File: config.mk
export PLATFORM = sky130hd
export DESIGN_NAME = piece_claim_tracker_unit
export DESIGN_NICKNAME = d
export VERILOG_FILES = /design/src/rtl/core/pct_pkg.sv /design/src/rtl/core/pct_lane.sv /design/src/rtl/core/pct_merge.sv /design/src/rtl/core/piece_claim_tracker_unit.sv
export SDC_FILE = /design/constraint.sdc
export NUM_CORES = 2
export LEC_CHECK = 0
export BUFFER_PORTS_ARGS = -buffer_cell sky130_fd_sc_hd__buf_2
export CAP_MARGIN = 40
export CORE_ASPECT_RATIO = 1.4
export CORE_MARGIN = 2
export CORE_UTILIZATION = 60
export CTS_CLUSTER_SIZE = 30
export DETAILED_ROUTE_END_ITERATION = 16
export PLACE_DENSITY = 0.82
export REMOVE_ABC_BUFFERS = 1
export SYNTH_ARGS = -nofsm -noshare
export SYNTH_HDL_FRONTEND = slang
export SYNTH_SLANG_ARGS = --single-unit
File: constraint.sdc
create_clock -name aclk -period 12.9 [get_ports aclk]
set_input_delay 0 -clock aclk [delete_from_list [all_inputs] [get_ports aclk]]
set_output_delay 0 -clock aclk [all_outputs]
set_load 0.01 [all_outputs]
File: src/rtl/core/pct_pkg.sv
package pct_pkg;

    localparam int PEER_W   = 64;
    localparam int IDX_W    = 6;
    localparam int COUNT_W  = 7;
    localparam int LEN_W    = 25;
    localparam int BYTES_W  = 40;
    localparam int LANE_W   = 8;
    localparam int LANE_IW  = 3;
    localparam int NUM_LANES = PEER_W / LANE_W;

    localparam logic [1:0] ACT_CLAIM    = 2'd0;
    localparam logic [1:0] ACT_COMPLETE = 2'd1;
    localparam logic [1:0] ACT_ABORT    = 2'd2;

    localparam logic [1:0] STAT_OK        = 2'd0;
    localparam logic [1:0] STAT_NONE      = 2'd1;
    localparam logic [1:0] STAT_HASH_FAIL = 2'd2;
    localparam logic [1:0] STAT_RANGE     = 2'd3;

    localparam logic [1:0] CFG_PIECE_COUNT    = 2'd0;
    localparam logic [1:0] CFG_NOMINAL_LENGTH = 2'd1;
    localparam logic [1:0] CFG_TOTAL_BYTES    = 2'd2;

    localparam logic [COUNT_W-1:0] RST_PIECE_COUNT    = 7'd64;
    localparam logic [LEN_W-1:0]   RST_NOMINAL_LENGTH = 25'd262144;
    localparam logic [BYTES_W-1:0] RST_TOTAL_BYTES    = 40'd16777216;

    typedef struct packed {
        logic [1:0]        action;
        logic [PEER_W-1:0] peer_mask;
        logic [IDX_W-1:0]  piece_sel;
        logic              hash_ok;
    } pct_in_t;

    typedef struct packed {
        logic [1:0]         status;
        logic [IDX_W-1:0]   granted_index;
        logic               held_at_index;
        logic [LEN_W-1:0]   length_at_index;
        logic [BYTES_W-1:0] bytes_done;
        logic               all_done;
    } pct_out_t;

    typedef struct packed {
        logic               hit;
        logic [LANE_IW-1:0] pos;
    } lane_res_t;

    typedef enum logic [1:0] {
        ST_IDLE,
        ST_SCAN,
        ST_COMMIT
    } pct_state_t;

endpackage

File: src/rtl/core/pct_lane.sv
module pct_lane (
    input  logic [pct_pkg::LANE_W-1:0] cand,
    output pct_pkg::lane_res_t         res
);
    import pct_pkg::*;

    // lowest set bit of this slice
    always_comb begin
        res.hit = 1'b0;
        res.pos = '0;
        for (int i = LANE_W - 1; i >= 0; i--) begin
            if (cand[i]) begin
                res.hit = 1'b1;
                res.pos = LANE_IW'(i);
            end
        end
    end

endmodule

File: src/rtl/core/pct_merge.sv
module pct_merge (
    input  pct_pkg::lane_res_t           lanes [pct_pkg::NUM_LANES],
    output logic                         found,
    output logic [pct_pkg::IDX_W-1:0]    index
);
    import pct_pkg::*;

    always_comb begin
        found = 1'b0;
        index = '0;
        for (int l = NUM_LANES - 1; l >= 0; l--) begin
            if (lanes[l].hit) begin
                found = 1'b1;
                index = {(IDX_W - LANE_IW)'(l), lanes[l].pos};
            end
        end
    end

endmodule

File: src/rtl/core/piece_claim_tracker_unit.sv
// channel  | ports                               | direction
// input    | s_valid s_ready s_data              | in
// result   | m_valid m_ready m_data              | out
// config   | cfg_valid cfg_ready cfg_index/data  | in
//
// One transaction at a time: accept, lane scan, commit; the lane results
// are registered ahead of the merge and state update.
// A result waiting in the output register holds the commit step only.
// Synchronous active-low reset clears both bitmaps, the count and byte total
// and loads the register defaults. After a register write, last-piece length
// passes prod_reg, then last_len_reg; no input is taken in a write cycle.
module piece_claim_tracker_unit #(
    parameter int MAX_PIECES = 64
) (
    input  logic                    aclk,
    input  logic                    aresetn,
    input  logic                    s_valid,
    output logic                    s_ready,
    input  pct_pkg::pct_in_t        s_data,
    output logic                    m_valid,
    input  logic                    m_ready,
    output pct_pkg::pct_out_t       m_data,
    input  logic                    cfg_valid,
    output logic                    cfg_ready,
    input  logic [1:0]              cfg_index,
    input  logic [39:0]             cfg_data
);
    import pct_pkg::*;

    localparam logic [COUNT_W-1:0] MAX_N = COUNT_W'(MAX_PIECES);

    pct_state_t state_reg, state_next;

    logic [COUNT_W-1:0]    piece_count_reg;
    logic [LEN_W-1:0]      nominal_reg;
    logic [BYTES_W-1:0]    total_reg;
    logic [31:0]           prod_reg;
    logic [LEN_W-1:0]      last_len_reg;

    logic [MAX_PIECES-1:0] held_reg, held_next;
    logic [MAX_PIECES-1:0] claimed_reg, claimed_next;
    logic [COUNT_W-1:0]    held_cnt_reg, held_cnt_next;
    logic [BYTES_W-1:0]    bytes_reg, bytes_next;

    pct_in_t   item_reg;
    pct_out_t  out_reg, out_next;
    logic      out_valid_reg;
    lane_res_t lane_reg [NUM_LANES];
    lane_res_t lane_res [NUM_LANES];

    logic                  cfg_we;
    logic [COUNT_W-1:0]    n;
    logic [PEER_W-1:0]     range_mask, held64, claimed64, cand, bit64;
    logic [PEER_W-1:0]     held_next64;
    logic                  found;
    logic [IDX_W-1:0]      grant_idx;
    logic                  in_range, was_held, commit;
    logic [LEN_W-1:0]      len_idx;
    logic [BYTES_W:0]      sum;
    logic [BYTES_W:0]      diff;

    assign cfg_ready = 1'b1;
    assign cfg_we    = cfg_valid;

    assign n = (piece_count_reg > MAX_N) ? MAX_N : piece_count_reg;

    always_comb begin
        for (int i = 0; i < PEER_W; i++) begin
            range_mask[i] = (COUNT_W'(i) < n);
        end
    end

    assign held64    = PEER_W'(held_reg);
    assign claimed64 = PEER_W'(claimed_reg);
    assign cand      = item_reg.peer_mask & ~held64 & ~claimed64 & range_mask;

    for (genvar l = 0; l < NUM_LANES; l++) begin : g_lane
        pct_lane u_lane (
            .cand (cand[l*LANE_W +: LANE_W]),
            .res  (lane_res[l])
        );
    end

    pct_merge u_merge (
        .lanes (lane_reg),
        .found (found),
        .index (grant_idx)
    );

    // config registers and last-piece length
    always_ff @(posedge aclk) begin
        if (!aresetn) begin
            piece_count_reg <= RST_PIECE_COUNT;
            nominal_reg     <= RST_NOMINAL_LENGTH;
            total_reg       <= RST_TOTAL_BYTES;
        end else if (cfg_we) begin
            unique case (cfg_index)
                CFG_PIECE_COUNT:    piece_count_reg <= cfg_data[COUNT_W-1:0];
                CFG_NOMINAL_LENGTH: nominal_reg     <= cfg_data[LEN_W-1:0];
                CFG_TOTAL_BYTES:    total_reg       <= cfg_data[BYTES_W-1:0];
                default: ;
            endcase
        end
    end

    assign diff = {1'b0, total_reg} - (BYTES_W + 1)'(prod_reg);

    always_ff @(posedge aclk) begin
        prod_reg <= 32'(nominal_reg) * 32'((n == '0) ? '0 : n - 1'b1);
        if (diff[BYTES_W]) begin
            last_len_reg <= '0;
        end else if (diff[BYTES_W-1:LEN_W] != '0) begin
            last_len_reg <= '1;
        end else begin
            last_len_reg <= diff[LEN_W-1:0];
        end
    end

    // commit logic
    assign bit64    = PEER_W'(1) << item_reg.piece_sel;
    assign in_range = (COUNT_W'(item_reg.piece_sel) < n);
    assign was_held = held64[item_reg.piece_sel];
    assign len_idx  = ((COUNT_W'(item_reg.piece_sel) + 1'b1) < n) ? nominal_reg
                                                                   : last_len_reg;
    assign sum      = {1'b0, bytes_reg} + (BYTES_W + 1)'(len_idx);
    assign commit   = (state_reg == ST_COMMIT) && (!out_valid_reg || m_ready);

    always_comb begin
        held_next     = held_reg;
        claimed_next  = claimed_reg;
        held_cnt_next = held_cnt_reg;
        bytes_next    = bytes_reg;
        out_next      = '0;
        out_next.status = STAT_OK;
        case (item_reg.action)
            ACT_CLAIM: begin
                if (found) begin
                    out_next.granted_index = grant_idx;
                    claimed_next = claimed_reg
                                 | MAX_PIECES'(PEER_W'(1) << grant_idx);
                end else begin
                    out_next.status = STAT_NONE;
                end
            end
            ACT_COMPLETE: begin
                if (!in_range) begin
                    out_next.status = STAT_RANGE;
                end else if (!item_reg.hash_ok) begin
                    claimed_next    = claimed_reg & ~MAX_PIECES'(bit64);
                    out_next.status = STAT_HASH_FAIL;
                end else if (!was_held) begin
                    held_next     = held_reg | MAX_PIECES'(bit64);
                    bytes_next    = sum[BYTES_W] ? '1 : sum[BYTES_W-1:0];
                    held_cnt_next = held_cnt_reg + 1'b1;
                end
            end
            ACT_ABORT: begin
                if (!in_range) begin
                    out_next.status = STAT_RANGE;
                end else if (!was_held) begin
                    claimed_next = claimed_reg & ~MAX_PIECES'(bit64);
                end
            end
            default: ;
        endcase
        held_next64              = PEER_W'(held_next);
        out_next.held_at_index   = in_range && held_next64[item_reg.piece_sel];
        out_next.length_at_index = in_range ? len_idx : '0;
        out_next.bytes_done      = bytes_next;
        out_next.all_done        = (held_cnt_next == n);
    end

    // control FSM
    always_ff @(posedge aclk) begin
        if (!aresetn) begin
            state_reg <= ST_IDLE;
        end else begin
            state_reg <= state_next;
        end
    end

    always_comb begin
        state_next = state_reg;
        s_ready    = 1'b0;
        unique case (state_reg)
            ST_IDLE: begin
                s_ready = !cfg_valid;
                if (s_valid && !cfg_valid) begin
                    state_next = ST_SCAN;
                end
            end
            ST_SCAN: begin
                state_next = ST_COMMIT;
            end
            ST_COMMIT: begin
                if (commit) begin
                    state_next = ST_IDLE;
                end
            end
            default: state_next = ST_IDLE;
        endcase
    end

    always_ff @(posedge aclk) begin
        if (!aresetn) begin
            held_reg      <= '0;
            claimed_reg   <= '0;
            held_cnt_reg  <= '0;
            bytes_reg     <= '0;
            out_valid_reg <= 1'b0;
        end else begin
            if (commit) begin
                held_reg     <= held_next;
                claimed_reg  <= claimed_next;
                held_cnt_reg <= held_cnt_next;
                bytes_reg    <= bytes_next;
            end
            if (commit) begin
                out_valid_reg <= 1'b1;
            end else if (m_ready) begin
                out_valid_reg <= 1'b0;
            end
        end
    end

    always_ff @(posedge aclk) begin
        if (s_valid && s_ready) begin
            item_reg <= s_data;
        end
        if (state_reg == ST_SCAN) begin
            lane_reg <= lane_res;
        end
        if (commit) begin
            out_reg <= out_next;
        end
    end

    assign m_valid = out_valid_reg;
    assign m_data  = out_reg;

endmodule

==> flow_metrics.env <==
export IMPL_hold_buffers=119
export IMPL_critPathRequiredTime_ns=13.44
export IMPL_rsz0062_at_grt="no"
export IMPL_irDropWorstVdd_mv=0.133
export IMPL_die_w_um=209
export IMPL_clk_pin_slew_ns=0.07
export IMPL_cellPowerDensity_nw_per_um2=113
export IMPL_post_route_min_period_ns=9.92
export IMPL_cts_setup_buffers=0
export IMPL_grtUsageTotal_pct=38.9
export IMPL_power_leakage_nw=16.8
export IMPL_dieArea_um2=60600
export IMPL_synthFlopType="dfxtp_1"
export IMPL_antenna_left=0
export IMPL_path_common_cell="inv_1"
export IMPL_row_count=105
export IMPL_critical_path_class="register to register"
export IMPL_firstDrtPassIters=5
export IMPL_startpoint_type="register"
export IMPL_num_vias=30900
export IMPL_worst_pin_slew_ns=1.00
export IMPL_cp_max_fo=27
export IMPL_synth_seq_area_share_pct=32.8
export IMPL_synthSimpleGateAreaFrac_pct=17.8
export IMPL_largest_reg_flops=75
export IMPL_clock_path_buffers=3
export IMPL_syn_area_per_cell_um2=8.95
export IMPL_slew_violations=0
export IMPL_io_buffers=196
export IMPL_yosys_cell_types_count=100
export IMPL_synth_top_family_by_area="adder cells"
export IMPL_synth_edf_count=180
export IMPL_htreeDepth=2
export IMPL_totalNegativeSetupSlack_ns=0
export IMPL_antenna_found_initial=1
export IMPL_clock_sinks=487
export IMPL_layout_nets=4694
export IMPL_setup_viol=0
export IMPL_synth_compound_area_share_pct=16.4
export IMPL_postLayoutCoreUtil_pct=68.0
export IMPL_hold_path_class="input port to register"
export IMPL_num_fill_cells=4621
export IMPL_max_freq_mhz=101
export IMPL_clock_insertion_delay_worst_skew_ns=0.62
export IMPL_wirelength_um=118000
export IMPL_fin_skew_ns=0.0283
export IMPL_drt_iter0_markers=2846
export IMPL_slew_headroom_pct=32.8
export IMPL_endpoint_kind="register"
export IMPL_slowest_delay_ns=0.81
export IMPL_drc=0
export IMPL_yosysWarnings=0
export IMPL_period_share_pct=76.9
export IMPL_slowest_stage="fa_1"
export IMPL_ios=198
export IMPL_cts_buffers=49
export IMPL_core_um2=58300
export IMPL_async_flop_share_pct=0
export IMPL_path_buf_inv=10
export IMPL_critPathTopFamily="adder cells"
export IMPL_grt_pass1_vias=31500
export IMPL_cts_tree="yes"
export IMPL_area_delta_synth_final_pct=12.7
export IMPL_status="finished clean"
export IMPL_finalHoldViolations=0
export IMPL_gr_total_overflow=0
export IMPL_grt_pass1_wl_um=180000
export IMPL_synth_xor_area_share_pct=3.41
export IMPL_cts_resized=0
export IMPL_root_buffer="clkbuf_16"
export IMPL_vias_per_cell=6.26
export IMPL_dp_hpwl_um=88500
export IMPL_drv_cap=0
export IMPL_hold_ws_ns=0.0908
export IMPL_die_height_um=290
export IMPL_syn_area_um2=35200
export IMPL_start_util_pct=60.3
export IMPL_worstPathArrival_ns=10.46
export IMPL_wire_per_inst_um=23.9
export IMPL_netlist_instances=3930
export IMPL_ys_ff_latch=487
export IMPL_grt_max_degree=85
export IMPL_synthAdderAreaFrac_pct=20.5
export IMPL_synth_mux_area_share_pct=2.38
export IMPL_gp_congestion=1.03
export IMPL_drive_gt1_share_pct=10.1
cells in the final DEF, fill, tap and decap left out, types with 23 or more instances in the layout:
| cell | Yosys | layout |
|---|---|---|
| a211oi_1 | 42 | 42 |
| a21o_1 | 44 | 44 |
| a21oi_1 | 277 | 276 |
| a31oi_1 | 64 | 64 |
| and2_1 | 155 | 154 |
| and3_1 | 28 | 28 |
| buf_2 | 20 | 196 |
| buf_4 | 4 | 46 |
| clkbuf_16 | 0 | 52 |
| dfxtp_1 | 307 | 307 |
| dlygate4sd3_1 | 0 | 119 |
| edfxtp_1 | 180 | 180 |
| fa_1 | 242 | 242 |
| ha_1 | 183 | 183 |
| inv_1 | 386 | 386 |
| mux2_2 | 34 | 34 |
| mux2i_1 | 43 | 43 |
| nand2_1 | 484 | 484 |
| nand2b_1 | 29 | 29 |
| nand3_1 | 55 | 55 |
| nor2_1 | 334 | 332 |
| nor2b_1 | 38 | 37 |
| nor3_1 | 56 | 55 |
| o2111ai_1 | 31 | 31 |
| o211ai_1 | 23 | 23 |
| o21a_1 | 88 | 88 |
| o21ai_0 | 137 | 136 |
| xnor2_1 | 94 | 94 |
| xor2_1 | 43 | 43 |
worst register-to-register path: cells and delay by family (launching register included):
kind,cells,cell delay [ns]
adder cells (fa/ha/maj),8,3.90
AO/OA/AOI/OAI,9,2.31
buffers and inverters,10,1.65
AND/OR/NAND/NOR,4,1.56
flip-flops,1,0.31
XOR/XNOR,1,0.13
area by class of cell:
class                           count  area [um2]  share of cell area (%)
Antenna cell                        1        2.50                 0.00631
Clock buffer                       64        1410                    3.55
Clock inverter                     28         297                   0.748
Inverter                          392        1480                    3.73
Multi-Input combinational cell   2851       21300                    53.8
Sequential cell                   487       11600                    29.1
Tap cell                          749         937                    2.36
Timing Repair Buffer              368        2630                    6.63
cells by family (layout without fill, tap and decap cells):
family / Yosys count / after routing
AO/OA/AOI/OAI: 885 / 885
other: 1 / 2
buffers and inverters: 592 / 852
AND/OR/NAND/NOR: 1318 / 1318
multiplexers: 78 / 78
XOR/XNOR: 137 / 137
adder cells (fa/ha/maj): 432 / 432
flip-flops: 487 / 487
layer usage:
layer	up-vias	wire [um]	global-route usage [%]
li1	13900	-	-
met5	-	0	0
met2	1637	57200	66.5
met4	0	10600	29.1
met3	555	9730	7.39
met1	14900	40400	43.0
power breakdown:
group	switching (mW)	total, mW	leakage (nW)	internal [mW]
clock	0.661	1.52	0.843	0.861
combinational	0.753	1.21	11.8	0.452
sequential	0.0551	1.75	4.14	1.69
total	1.47	4.47	16.8	3.00
final timing paths:
kind	slack [ns]	depth (start not counted)	start	end
max	2.98	32	piece_count_reg[6]	prod_reg[30]
min	0.09	2	s_data[18]	item_reg[18]
max reg2reg	2.98	32	piece_count_reg[6]	prod_reg[30]
min reg2reg	0.46	2	total_reg[20]	total_reg[20]
stage by stage:
step	cell area, um2	cells	total power [mW]	setup WS (ns)
detailed placement	36700	4726	2.92	3.11
global route	39600	4940	4.66	2.45
global placement	36600	4715	2.90	3.22
finish	39600	4940	4.47	2.98
floorplan	34300	3730	2.54	3.30
CTS	39600	4937	4.46	3.05
synth_stat cells, types with 28 or more instances:
library cell	number	area [um2]
nand2_1	484	1820
inv_1	386	1450
nor2_1	334	1250
dfxtp_1	307	6150
a21oi_1	277	1390
fa_1	242	4840
ha_1	183	2290
edfxtp_1	180	5410
and2_1	155	970
clkbuf_1	154	578
o21ai_0	137	686
xnor2_1	94	823
o21a_1	88	661
a31oi_1	64	400
nor3_1	56	280
nand3_1	55	275
a21o_1	44	330
mux2i_1	43	430
xor2_1	43	377
a211oi_1	42	315
nor2b_1	38	238
mux2_2	34	383
o2111ai_1	31	272
nand2b_1	29	181
and3_1	28	175
No activity file was read; power rests on OpenSTA's default activity.
